### src/rtl/esbkd_pkg.sv
// Package for the keyboard packet decoder: constants, status and register codes,
// the summary record passed between the byte stage and the result stage, and helper functions.
// No dependencies; every other file of the block refers to it by scoped names.
package esbkd_pkg;

    localparam logic [4:0]  PKT_BYTES   = 5'd20;
    localparam logic [4:0]  COUNT_MAX   = 5'd31;
    localparam logic [5:0]  MAX_PAYLOAD = 6'd16;
    localparam logic [15:0] CRC_POLY    = 16'h1021;
    localparam logic [15:0] CRC_INIT    = 16'hFFFF;
    localparam logic [7:0]  XOR_INIT    = 8'hFF;
    localparam logic [7:0]  KEYMAP_LAST = 8'h38;
    localparam logic [2:0]  ADDR_BYTES  = 3'd5;
    localparam int          ADDR_W      = 40;

    typedef enum logic [3:0] {
        ST_KEY       = 4'd0,
        ST_RELEASE   = 4'd1,
        ST_DUPLICATE = 4'd2,
        ST_BAD_SUM   = 4'd3,
        ST_HELD      = 4'd4,
        ST_ACK       = 4'd5,
        ST_CRC_ERROR = 4'd6,
        ST_BAD_LEN   = 4'd7,
        ST_BAD_SIZE  = 4'd8
    } status_t;

    typedef enum logic [0:0] {
        REG_DEVICE_ADDRESS = 1'b0,
        REG_ACCEPT_BAD_CRC = 1'b1
    } cfg_reg_t;

    // Everything the result stage needs to know about one finished packet.
    typedef struct packed {
        logic [4:0]  byte_count;
        logic [5:0]  payload_length;
        logic        crc_ok;
        logic [7:0]  xor_sum;
        logic [15:0] sequence_num;
        logic [7:0]  flags;
        logic [7:0]  key;
    } pkt_sum_t;

    // One byte through the CRC-16 CCITT shift register, most significant bit first.
    function automatic logic [15:0] crc_feed8(input logic [15:0] rem, input logic [7:0] value);
        logic [15:0] r;
        r = rem;
        for (int b = 0; b < 8; b++) begin
            r = r ^ {value[7-b], 15'b0};
            r = r[15] ? ({r[14:0], 1'b0} ^ CRC_POLY) : {r[14:0], 1'b0};
        end
        return r;
    endfunction

    // Only the top bit of a byte through the CRC (the trailing bit of the CRC field).
    function automatic logic [15:0] crc_feed1(input logic [15:0] rem, input logic [7:0] value);
        logic [15:0] r;
        r = rem ^ {value[7], 15'b0};
        r = r[15] ? ({r[14:0], 1'b0} ^ CRC_POLY) : {r[14:0], 1'b0};
        return r;
    endfunction

    // Address byte that keys realigned byte i; the first key byte is the most significant one.
    function automatic logic [7:0] addr_key(input logic [ADDR_W-1:0] addr, input logic [4:0] i);
        logic [7:0] k;
        unique case (i)
            5'd5, 5'd10, 5'd15: k = addr[39:32];
            5'd6, 5'd11, 5'd16: k = addr[31:24];
            5'd7, 5'd12, 5'd17: k = addr[23:16];
            5'd8, 5'd13:        k = addr[15:8];
            5'd9, 5'd14:        k = addr[7:0];
            default:            k = 8'h00;
        endcase
        return k;
    endfunction

    // Keymap lookup: scancode to ASCII, period for codes past the end of the map.
    function automatic logic [6:0] key_to_char(input logic [7:0] k);
        logic [7:0] c;
        if (k > KEYMAP_LAST) begin
            c = 8'h2E;
        end else if (k < 8'd4) begin
            c = 8'h5F;
        end else if (k <= 8'd29) begin
            c = 8'(8'h61 + k - 8'd4);
        end else if (k <= 8'd38) begin
            c = 8'(8'h31 + k - 8'd30);
        end else begin
            unique case (k)
                8'd39:   c = 8'h30;
                8'd40:   c = 8'h23;
                8'd42:   c = 8'h3C;
                8'd44:   c = 8'h20;
                8'd45:   c = 8'h2D;
                8'd46:   c = 8'h3D;
                8'd47:   c = 8'h5B;
                8'd48:   c = 8'h5D;
                8'd49:   c = 8'h5C;
                8'd51:   c = 8'h3B;
                8'd52:   c = 8'h27;
                8'd53:   c = 8'h60;
                8'd54:   c = 8'h2C;
                8'd55:   c = 8'h2E;
                8'd56:   c = 8'h2F;
                default: c = 8'h5F;
            endcase
        end
        return c[6:0];
    endfunction

endpackage

### src/rtl/esbkd_addr_crc.sv
// Address CRC sequencer: runs the five device address bytes through CRC-16 CCITT,
// one byte per cycle, after reset and after every address write. Uses esbkd_pkg.
module esbkd_addr_crc (
    input  logic        aclk,
    input  logic        aresetn,
    input  logic        restart,
    input  logic [39:0] device_address,
    output logic [15:0] addr_crc,
    output logic        busy
);

    logic [15:0] rem_reg, rem_next;
    logic [2:0]  idx_reg, idx_next;

    always_comb begin
        rem_next = rem_reg;
        idx_next = idx_reg;
        if (restart) begin
            rem_next = esbkd_pkg::CRC_INIT;
            idx_next = 3'd0;
        end else if (idx_reg != esbkd_pkg::ADDR_BYTES) begin
            // Least significant address byte goes in first.
            rem_next = esbkd_pkg::crc_feed8(rem_reg, device_address[{idx_reg, 3'b000} +: 8]);
            idx_next = idx_reg + 3'd1;
        end
    end

    always_ff @(posedge aclk) begin
        if (!aresetn) begin
            rem_reg <= esbkd_pkg::CRC_INIT;
            idx_reg <= 3'd0;
        end else begin
            rem_reg <= rem_next;
            idx_reg <= idx_next;
        end
    end

    assign addr_crc = rem_reg;
    assign busy     = restart || (idx_reg != esbkd_pkg::ADDR_BYTES);

endmodule

### src/rtl/esbkd_byte_stage.sv
// Byte stage: per-byte CRC, bit realignment, XOR unkeying, checksum and field capture.
// Hands a packet summary to the result stage at the last byte. Uses esbkd_pkg.
module esbkd_byte_stage (
    input  logic                aclk,
    input  logic                aresetn,
    input  logic                accept,
    input  logic [7:0]          rx_byte,
    input  logic                last_byte,
    input  logic [39:0]         device_address,
    input  logic [15:0]         addr_crc,
    input  logic                sum_take,
    output esbkd_pkg::pkt_sum_t sum,
    output logic                sum_valid
);

    logic [4:0]  count_reg, count_next;
    logic [7:0]  held_reg, held_next;
    logic [15:0] crc_reg, crc_next;
    logic [5:0]  len_reg, len_next;
    logic [7:0]  xor_reg, xor_next;
    logic [15:0] seq_reg, seq_next;
    logic [7:0]  flags_reg, flags_next;
    logic [7:0]  key_reg, key_next;
    esbkd_pkg::pkt_sum_t sum_reg, sum_next;
    logic        sum_valid_reg, sum_valid_next;

    logic [4:0]  i;
    logic [7:0]  s;
    logic        coded;

    always_comb begin
        count_next     = count_reg;
        held_next      = held_reg;
        crc_next       = crc_reg;
        len_next       = len_reg;
        xor_next       = xor_reg;
        seq_next       = seq_reg;
        flags_next     = flags_reg;
        key_next       = key_reg;
        sum_next       = sum_reg;
        sum_valid_next = sum_valid_reg && !sum_take;
        i              = count_reg - 5'd1;
        s              = {held_reg[6:0], rx_byte[7]};
        coded          = (len_reg == 6'd8) || (len_reg == esbkd_pkg::MAX_PAYLOAD);

        if (accept) begin
            if (count_reg < esbkd_pkg::PKT_BYTES) begin
                if (count_reg == 5'd0) begin
                    crc_next = esbkd_pkg::crc_feed8(addr_crc, rx_byte);
                    len_next = rx_byte[7:2];
                end else begin
                    if (len_reg <= esbkd_pkg::MAX_PAYLOAD) begin
                        if ({2'b00, count_reg} <= ({1'b0, len_reg} + 7'd2)) begin
                            crc_next = esbkd_pkg::crc_feed8(crc_reg, rx_byte);
                        end else if ({2'b00, count_reg} == ({1'b0, len_reg} + 7'd3)) begin
                            crc_next = esbkd_pkg::crc_feed1(crc_reg, rx_byte);
                        end
                    end
                    // The first byte after the header completes no realigned byte; its top bit is the ack bit.
                    if (count_reg != 5'd1) begin
                        if (coded && i >= 5'd5 && i <= 5'd17) begin
                            s = s ^ esbkd_pkg::addr_key(device_address, i);
                        end
                        if (i <= 5'd16) begin
                            xor_next = xor_reg ^ s;
                        end
                        if (i == 5'd5) begin
                            seq_next = {seq_reg[15:8], s};
                        end else if (i == 5'd6) begin
                            seq_next = {s, seq_reg[7:0]};
                        end else if (i == 5'd8) begin
                            flags_next = s;
                        end else if (i == 5'd10) begin
                            key_next = s;
                        end
                    end
                end
                held_next = rx_byte;
            end
            if (count_reg != esbkd_pkg::COUNT_MAX) begin
                count_next = count_reg + 5'd1;
            end

            if (last_byte) begin
                sum_next.byte_count     = count_next;
                sum_next.payload_length = len_next;
                sum_next.crc_ok         = (crc_next == 16'h0000);
                sum_next.xor_sum        = xor_next;
                sum_next.sequence_num   = seq_next;
                sum_next.flags          = flags_next;
                sum_next.key            = key_next;
                sum_valid_next          = 1'b1;
                count_next = 5'd0;
                held_next  = 8'h00;
                crc_next   = esbkd_pkg::CRC_INIT;
                len_next   = 6'd0;
                xor_next   = esbkd_pkg::XOR_INIT;
                seq_next   = 16'h0000;
                flags_next = 8'h00;
                key_next   = 8'h00;
            end
        end
    end

    always_ff @(posedge aclk) begin
        if (!aresetn) begin
            count_reg     <= 5'd0;
            held_reg      <= 8'h00;
            crc_reg       <= esbkd_pkg::CRC_INIT;
            len_reg       <= 6'd0;
            xor_reg       <= esbkd_pkg::XOR_INIT;
            seq_reg       <= 16'h0000;
            flags_reg     <= 8'h00;
            key_reg       <= 8'h00;
            sum_valid_reg <= 1'b0;
        end else begin
            count_reg     <= count_next;
            held_reg      <= held_next;
            crc_reg       <= crc_next;
            len_reg       <= len_next;
            xor_reg       <= xor_next;
            seq_reg       <= seq_next;
            flags_reg     <= flags_next;
            key_reg       <= key_next;
            sum_valid_reg <= sum_valid_next;
        end
    end

    always_ff @(posedge aclk) begin
        sum_reg <= sum_next;
    end

    assign sum       = sum_reg;
    assign sum_valid = sum_valid_reg;

endmodule

### src/rtl/esbkd_result_stage.sv
// Result stage: classifies a finished packet, tracks the last accepted sequence number
// and holds the result transaction in the output register. Uses esbkd_pkg.
module esbkd_result_stage (
    input  logic                aclk,
    input  logic                aresetn,
    input  esbkd_pkg::pkt_sum_t sum,
    input  logic                sum_valid,
    input  logic                accept_bad_crc,
    output logic                sum_take,
    output logic                m_tvalid,
    input  logic                m_tready,
    output logic [47:0]         m_tdata
);

    logic [15:0]        last_seq_reg, last_seq_next;
    logic               valid_reg, valid_next;
    logic [47:0]        data_reg, data_next;
    esbkd_pkg::status_t status;
    logic               coded;
    logic [7:0]         check;
    logic [6:0]         key_char;

    assign sum_take = sum_valid && (!valid_reg || m_tready);

    always_comb begin
        last_seq_next = last_seq_reg;
        valid_next    = valid_reg && !m_tready;
        data_next     = data_reg;
        coded         = (sum.payload_length == 6'd8) ||
                        (sum.payload_length == esbkd_pkg::MAX_PAYLOAD);
        check         = coded ? sum.xor_sum : esbkd_pkg::XOR_INIT;
        key_char      = esbkd_pkg::key_to_char(sum.key);

        priority if (sum.byte_count != esbkd_pkg::PKT_BYTES) begin
            status = esbkd_pkg::ST_BAD_SIZE;
        end else if (sum.payload_length > esbkd_pkg::MAX_PAYLOAD) begin
            status = esbkd_pkg::ST_BAD_LEN;
        end else if (!sum.crc_ok && !accept_bad_crc) begin
            status = esbkd_pkg::ST_CRC_ERROR;
        end else if (sum.payload_length == 6'd8) begin
            status = esbkd_pkg::ST_HELD;
        end else if (sum.payload_length == 6'd0) begin
            status = esbkd_pkg::ST_ACK;
        end else if (check != 8'h00) begin
            status = esbkd_pkg::ST_BAD_SUM;
        end else if (sum.sequence_num == last_seq_reg) begin
            status = esbkd_pkg::ST_DUPLICATE;
        end else if (sum.key == 8'h00) begin
            status = esbkd_pkg::ST_RELEASE;
        end else begin
            status = esbkd_pkg::ST_KEY;
        end

        if (sum_take) begin
            valid_next = 1'b1;
            if (status == esbkd_pkg::ST_KEY || status == esbkd_pkg::ST_RELEASE) begin
                last_seq_next = sum.sequence_num;
            end
            if (status <= esbkd_pkg::ST_HELD) begin
                data_next = {5'b0, sum.sequence_num, sum.flags, key_char, sum.key, status};
            end else begin
                data_next = {44'b0, status};
            end
        end
    end

    always_ff @(posedge aclk) begin
        if (!aresetn) begin
            last_seq_reg <= 16'h0000;
            valid_reg    <= 1'b0;
        end else begin
            last_seq_reg <= last_seq_next;
            valid_reg    <= valid_next;
        end
    end

    always_ff @(posedge aclk) begin
        data_reg <= data_next;
    end

    assign m_tvalid = valid_reg;
    assign m_tdata  = data_reg;

endmodule

### src/rtl/esb_keyboard_packet_decoder_top.sv
// Top level of the keyboard packet decoder: configuration registers, address CRC
// sequencer, byte stage and result stage. Uses esbkd_pkg and the three esbkd_ modules.
//
// Usage: raw radio bytes enter on the s_ channel in air order, one byte per transaction,
// with s_tlast high on the final byte of a packet. A well-formed packet is 20 bytes.
// Every byte is checked and realigned as it arrives; CRC-16 and checksum end with the
// last byte; the result stage checks the sequence. Exactly one result transaction leaves on
// the m_ channel for each byte accepted with s_tlast high; other bytes give none.
// Throughput is one byte per cycle while s_tready is high. The last byte of a packet
// fills the packet summary, which is classified into the output register behind m_tvalid.
// A receiver stall is absorbed by two slots (packet summary and output register); while
// both are full, s_tready drops until m_tready takes the waiting result.
// The configuration channel (cfg_valid/cfg_ready, cfg_index, cfg_data) is always ready.
// Index 0 writes the 40-bit device address, index 1 the accept_bad_crc bit. After reset
// and after each address write, the CRC preload runs over the five address bytes, one
// address byte per cycle, during which s_tready stays low.
// Reset (aresetn low, synchronous) clears the registers, the packet state and the
// remembered sequence number, and empties both result slots.
module esb_keyboard_packet_decoder_top (
    input  logic        aclk,
    input  logic        aresetn,
    // Input transactions. s_tdata: [7:0] rx_byte. s_tlast: last_byte.
    input  logic        s_tvalid,
    output logic        s_tready,
    input  logic [7:0]  s_tdata,
    input  logic        s_tlast,
    // Result transactions. m_tdata: [3:0] status, [11:4] keycode, [18:12] key_char,
    // [26:19] flags_byte, [42:27] sequence_res, [47:43] zero.
    output logic        m_tvalid,
    input  logic        m_tready,
    output logic [47:0] m_tdata,
    // Configuration writes.
    input  logic        cfg_valid,
    output logic        cfg_ready,
    input  logic [0:0]  cfg_index,
    input  logic [39:0] cfg_data
);

    logic [39:0] device_address_reg, device_address_next;
    logic        accept_bad_crc_reg, accept_bad_crc_next;
    logic        addr_write;
    logic [15:0] addr_crc;
    logic        crc_busy;
    logic        accept;
    logic        sum_valid;
    logic        sum_take;
    esbkd_pkg::pkt_sum_t sum;

    assign cfg_ready  = 1'b1;
    assign addr_write = cfg_valid &&
                        (esbkd_pkg::cfg_reg_t'(cfg_index) == esbkd_pkg::REG_DEVICE_ADDRESS);

    always_comb begin
        device_address_next = device_address_reg;
        accept_bad_crc_next = accept_bad_crc_reg;
        if (cfg_valid) begin
            unique case (esbkd_pkg::cfg_reg_t'(cfg_index))
                esbkd_pkg::REG_DEVICE_ADDRESS: device_address_next = cfg_data;
                esbkd_pkg::REG_ACCEPT_BAD_CRC: accept_bad_crc_next = cfg_data[0];
                default: ;
            endcase
        end
    end

    always_ff @(posedge aclk) begin
        if (!aresetn) begin
            device_address_reg <= 40'h0;
            accept_bad_crc_reg <= 1'b0;
        end else begin
            device_address_reg <= device_address_next;
            accept_bad_crc_reg <= accept_bad_crc_next;
        end
    end

    // A new byte can enter when the address CRC is ready and the summary slot is free
    // or is handing its packet to the result stage in this cycle.
    assign s_tready = !crc_busy && (!sum_valid || sum_take);
    assign accept   = s_tvalid && s_tready;

    esbkd_addr_crc u_addr_crc (
        .aclk           (aclk),
        .aresetn        (aresetn),
        .restart        (addr_write),
        .device_address (device_address_reg),
        .addr_crc       (addr_crc),
        .busy           (crc_busy)
    );

    esbkd_byte_stage u_byte_stage (
        .aclk           (aclk),
        .aresetn        (aresetn),
        .accept         (accept),
        .rx_byte        (s_tdata),
        .last_byte      (s_tlast),
        .device_address (device_address_reg),
        .addr_crc       (addr_crc),
        .sum_take       (sum_take),
        .sum            (sum),
        .sum_valid      (sum_valid)
    );

    esbkd_result_stage u_result_stage (
        .aclk           (aclk),
        .aresetn        (aresetn),
        .sum            (sum),
        .sum_valid      (sum_valid),
        .accept_bad_crc (accept_bad_crc_reg),
        .sum_take       (sum_take),
        .m_tvalid       (m_tvalid),
        .m_tready       (m_tready),
        .m_tdata        (m_tdata)
    );

endmodule

### config.mk
export PLATFORM = sky130hd
export DESIGN_NAME = esb_keyboard_packet_decoder_top
export DESIGN_NICKNAME = d
export VERILOG_FILES = /design/src/rtl/esbkd_pkg.sv /design/src/rtl/esbkd_addr_crc.sv /design/src/rtl/esbkd_byte_stage.sv /design/src/rtl/esbkd_result_stage.sv /design/src/rtl/esb_keyboard_packet_decoder_top.sv
export SDC_FILE = /design/constraint.sdc
export NUM_CORES = 1
export LEC_CHECK = 0
export BUFFER_PORTS_ARGS = -buffer_cell sky130_fd_sc_hd__buf_4
export CELL_PAD_IN_SITES_DETAIL_PLACEMENT = 1
export CELL_PAD_IN_SITES_GLOBAL_PLACEMENT = 1
export CORE_ASPECT_RATIO = 0.9
export CORE_MARGIN = 3
export CORE_UTILIZATION = 40
export CTS_BUF_LIST = sky130_fd_sc_hd__clkbuf_16
export DETAILED_ROUTE_END_ITERATION = 8
export PLACE_DENSITY = 0.7
export SLEW_MARGIN = 40
export SYNTH_ARGS = -nofsm -noshare
export SYNTH_HDL_FRONTEND = slang
export SYNTH_SLANG_ARGS = --single-unit
export TNS_END_PERCENT = 50
### constraint.sdc
create_clock -name aclk -period 7.1 [get_ports aclk]
set_clock_uncertainty 0.15 [all_clocks]
set_input_delay 0 -clock aclk [delete_from_list [all_inputs] [get_ports aclk]]
set_output_delay 0 -clock aclk [all_outputs]
set_load 0.05 [all_outputs]
==> impl_metrics.sql <==
INSERT INTO impl_metrics (metric_group, metric, value, unit) VALUES
('critical_path', 'ff2ff_setup_slack', '1830', 'ps'),
('drt', 'totalWireLength', '44.55', 'mm'),
('final_layout', 'total_nets_final', '1737', ''),
('cts', 'cts.clk_slew.worst_paths', '60', 'ps'),
('final_layout', 'n_diodes', '0', ''),
('drt', 'detail_route.drc_violations', '0', ''),
('worst_hold_path', 'worst_min_delay_path_startpoint', 'cfg_index', ''),
('drt', 'drtIter0Drc', '943', ''),
('timing', 'worstMarginPinSlew', '808.1', 'ps'),
('critical_path', 'delay_heaviest_family_cp', 'simple AND/OR/NAND/NOR gates', ''),
('floorplan', 'placeableCoreArea', '33500', 'µm²'),
('cts', 'post_cts_buffers', '0', ''),
('place', 'place_inst', '1936', ''),
('final_layout', 'syn2layout_area_growth', '25.19', '%'),
('floorplan', 'die_height', '182.4', 'µm'),
('cts', 'cts_buffers', '29', ''),
('timing', 'totalNegativeSetupSlack', '0', 'ps'),
('critical_path', 'timing.critical_path.required', '7440', 'ps'),
('place', 'buffer_ports.inserted', '99', ''),
('synth', 'yosysWarnings', '0', ''),
('cts', 'clk_latency', '560', 'ps'),
('synth', 'synth.distinct_cells', '94', ''),
('pwr', 'p_total', '3.859', 'mW'),
('final_layout', 'multi_input_area', '7321', 'µm²'),
('final_layout', 'postLayoutCoreUtil', '0.5169', ''),
('floorplan', 'rows', '63', ''),
('global_routing', 'grt_antenna_before_repair', '1', ''),
('timing', 'max_clock_freq', '189.9', 'MHz'),
('timing', 'layout_min_cycle_time', '5267', 'ps'),
('outcome', 'run_status', 'completed', ''),
('cts', 'post_cts_resized', '0', ''),
('pwr', 'p_leak', '6.537', 'nW'),
('critical_path', 'crit_path_frequent_cell', 'sky130_fd_sc_hd__nand2_1', ''),
('floorplan', 'initial_core_util', '0.4129', ''),
('synth', 'async_reset_ff_frac', '0', ''),
('synth', 'seq_area_frac_synth', '0.4363', ''),
('final_layout', 'area.sequential', '6036', 'µm²'),
('place', 'gp_routability_congestion', '0.8970', ''),
('floorplan', 'floorplan.io_pins', '106', ''),
('critical_path', 'crit_path_cell_trace', 'ha_1 > nand2_1 > nor3_1 > and2_1 > nand2_1 > inv_2 > nand2_1 > o221a_2 > ha_1 > nor2b_1 > a21oi_1 > o21ai_0 > a32o_1 > o21ai_1', ''),
('cts', 'cts.sink_count', '254', ''),
('global_routing', 'grt_remaining_overflow', '0', ''),
('critical_path', 'critical_path.n_buffers_inverters', '1', ''),
('drt', 'via_per_inst', '5.635', ''),
('synth', 'synth_flop_cell', 'sky130_fd_sc_hd__dfxtp_1', ''),
('floorplan', 'design.die.area', '36850', 'µm²'),
('cts', 'cts_hold_buffers', '143', ''),
('critical_path', 'worst_path_max_delay_cell', 'sky130_fd_sc_hd__dfxtp_1', ''),
('critical_path', 'crit_type', 'register to register', ''),
('pwr', 'power.ir.vdd_worst', '218.0', 'µV'),
('timing', 'worst_hold_slack', '165.3', 'ps'),
('final_layout', 'layoutNonFillerInstCount', '2134', ''),
('worst_hold_path', 'worst_hold_class', 'primary input to register', ''),
('cts', 'cts.root.buffer_cell', 'sky130_fd_sc_hd__clkbuf_16', ''),
('global_routing', 'largest_net_degree_at_the_start_of_global_routing', '72', ''),
('final_layout', 'drive_gt1_frac', '0.1394', ''),
('critical_path', 'max_stage_delay', '770', 'ps'),
('critical_path', 'timing.reg2reg.worst_path_depth', '14', ''),
('timing', 'rsz_0062_raised_after_global_routing', 'no', ''),
('drt', 'wl_per_cell', '20.88', 'µm'),
('timing', 'max_slew_vio_count', '0', ''),
('synth', 'synthesis.area_per_instance', '9.481', 'µm²'),
('pwr', 'cellPowerDensity', '222.8', 'nW/µm²'),
('critical_path', 'end_kind', 'register', ''),
('synth', 'synth_edf_count', '95', ''),
('global_routing', 'grt_usage', '0.2391', ''),
('timing', 'timing.final.crit_share', '0.7418', ''),
('final_layout', 'final.fill_count', '3714', ''),
('drt', 'count_of_antenna_violating_nets_left_after_detailed_routing', '0', ''),
('cts', 'htreeDepth', '1', ''),
('run', 'maxCapViolations', '0', '');
[final cells by class]
class | count | share of cell area
clock buffer | 31 | 0.04479
inverter | 24 | 0.005202
timing repair buffer | 258 | 0.1325
sequential | 254 | 0.3485
tap | 455 | 0.03287
multi-input combinational | 1089 | 0.4227
clock inverter | 23 | 0.01337
[synth_stat cells (21+ instances only)]
cell / count / share of area
sky130_fd_sc_hd__edfxtp_1: 95 / 0.21
sky130_fd_sc_hd__clkbuf_1: 65 / 0.018
sky130_fd_sc_hd__nand2_1: 195 / 0.053
sky130_fd_sc_hd__nor2b_1: 68 / 0.031
sky130_fd_sc_hd__ha_1: 26 / 0.024
sky130_fd_sc_hd__xor2_1: 66 / 0.042
sky130_fd_sc_hd__mux2i_1: 29 / 0.021
sky130_fd_sc_hd__a21oi_1: 71 / 0.026
sky130_fd_sc_hd__a22oi_1: 59 / 0.032
sky130_fd_sc_hd__nand3_1: 30 / 0.011
sky130_fd_sc_hd__o21ai_0: 70 / 0.025
sky130_fd_sc_hd__dfxtp_1: 159 / 0.23
sky130_fd_sc_hd__inv_1: 21 / 0.0057
sky130_fd_sc_hd__o211ai_1: 26 / 0.014
sky130_fd_sc_hd__nor2_1: 82 / 0.022
sky130_fd_sc_hd__a21boi_0: 48 / 0.026
sky130_fd_sc_hd__xnor2_1: 55 / 0.035
sky130_fd_sc_hd__and2_1: 44 / 0.020
[how the worst max path moves through the flow]
stage / end / slack, ps / cells after the start
after CTS: register / 1900 / 16
after floorplan: register / 1700 / 17
after global routing: register / 1400 / 14
final: register / 1830 / 14
after global placement: register / 2070 / 16
after detailed placement: register / 1950 / 16
[where the power goes]
group | internal, mW | switching (mW) | total, mW
combinational | 0.296 | 0.373 | 0.669
clock | 0.937 | 0.640 | 1.58
sequential | 1.55 | 0.0655 | 1.61
total | 2.78 | 1.08 | 3.86
[layout by cell type (no fill, tap or decap), drive strengths merged, types with 8 or more instances in the layout]
cell,Yosys,final
dlygate4sd3,0,143
and2,46,46
xnor2,59,59
o211ai,28,28
nor4,12,12
dfxtp,159,159
a21oi,73,73
mux4,8,8
a31oi,13,13
clkbuf,65,31
xor2,68,68
inv,23,29
a21boi,48,48
nor2b,68,68
a22oi,61,61
nand2b,8,8
nor2,84,84
clkinv,1,10
nand2,196,196
nor3,15,15
mux2i,30,30
nand3,30,30
a211oi,9,9
o21ai,80,80
ha,26,26
edfxtp,95,95
buf,31,115
or3,14,14
[cell families (layout without fill, tap and decap cells)]
logic type / count (synthesis) / count (layout) / synth area share
muxes: 44 / 44 / 0.04043
other: 2 / 6 / 0.0005429
adders and majority gates: 26 / 26 / 0.02352
AOI/OAI and AO/OA: 374 / 374 / 0.1894
DFF: 254 / 254 / 0.4363
xor gates and xnor gates: 127 / 127 / 0.08448
and+or+nand+nor: 512 / 512 / 0.1848
buffers and inverters: 120 / 336 / 0.04052
[metal layers]
layer	up-vias	part of all wire	wire, µm	track usage
li1	5595	-	-	-
met1	5978	0.44	19400	0.3133
met2	365	0.48	21360	0.4128
met3	87	0.056	2487	0.03799
met4	0	0.029	1300	0.06362
met5	-	0	0	0
[worst register-to-register path, stage by stage (launching register included)]
cell	delay, ps
sky130_fd_sc_hd__dfxtp_1	770
sky130_fd_sc_hd__ha_1	320
sky130_fd_sc_hd__nand2_1	360
sky130_fd_sc_hd__nor3_1	440
sky130_fd_sc_hd__and2_1	460
sky130_fd_sc_hd__nand2_1	330
sky130_fd_sc_hd__inv_2	520
sky130_fd_sc_hd__nand2_1	360
sky130_fd_sc_hd__o221a_2	430
sky130_fd_sc_hd__ha_1	360
sky130_fd_sc_hd__nor2b_1	140
sky130_fd_sc_hd__a21oi_1	110
sky130_fd_sc_hd__o21ai_0	90
sky130_fd_sc_hd__a32o_1	220
sky130_fd_sc_hd__o21ai_1	120
[per-stage QoR]
step                cell area, µm²  setup slack [ps]
CTS                          17300              1902
detailed placement           14860              1947
global placement             14820              2074
finish                       17320              1833
global route                 17320              1399
floorplan                    13850              1698
Power figures use the tool's default switching activity.
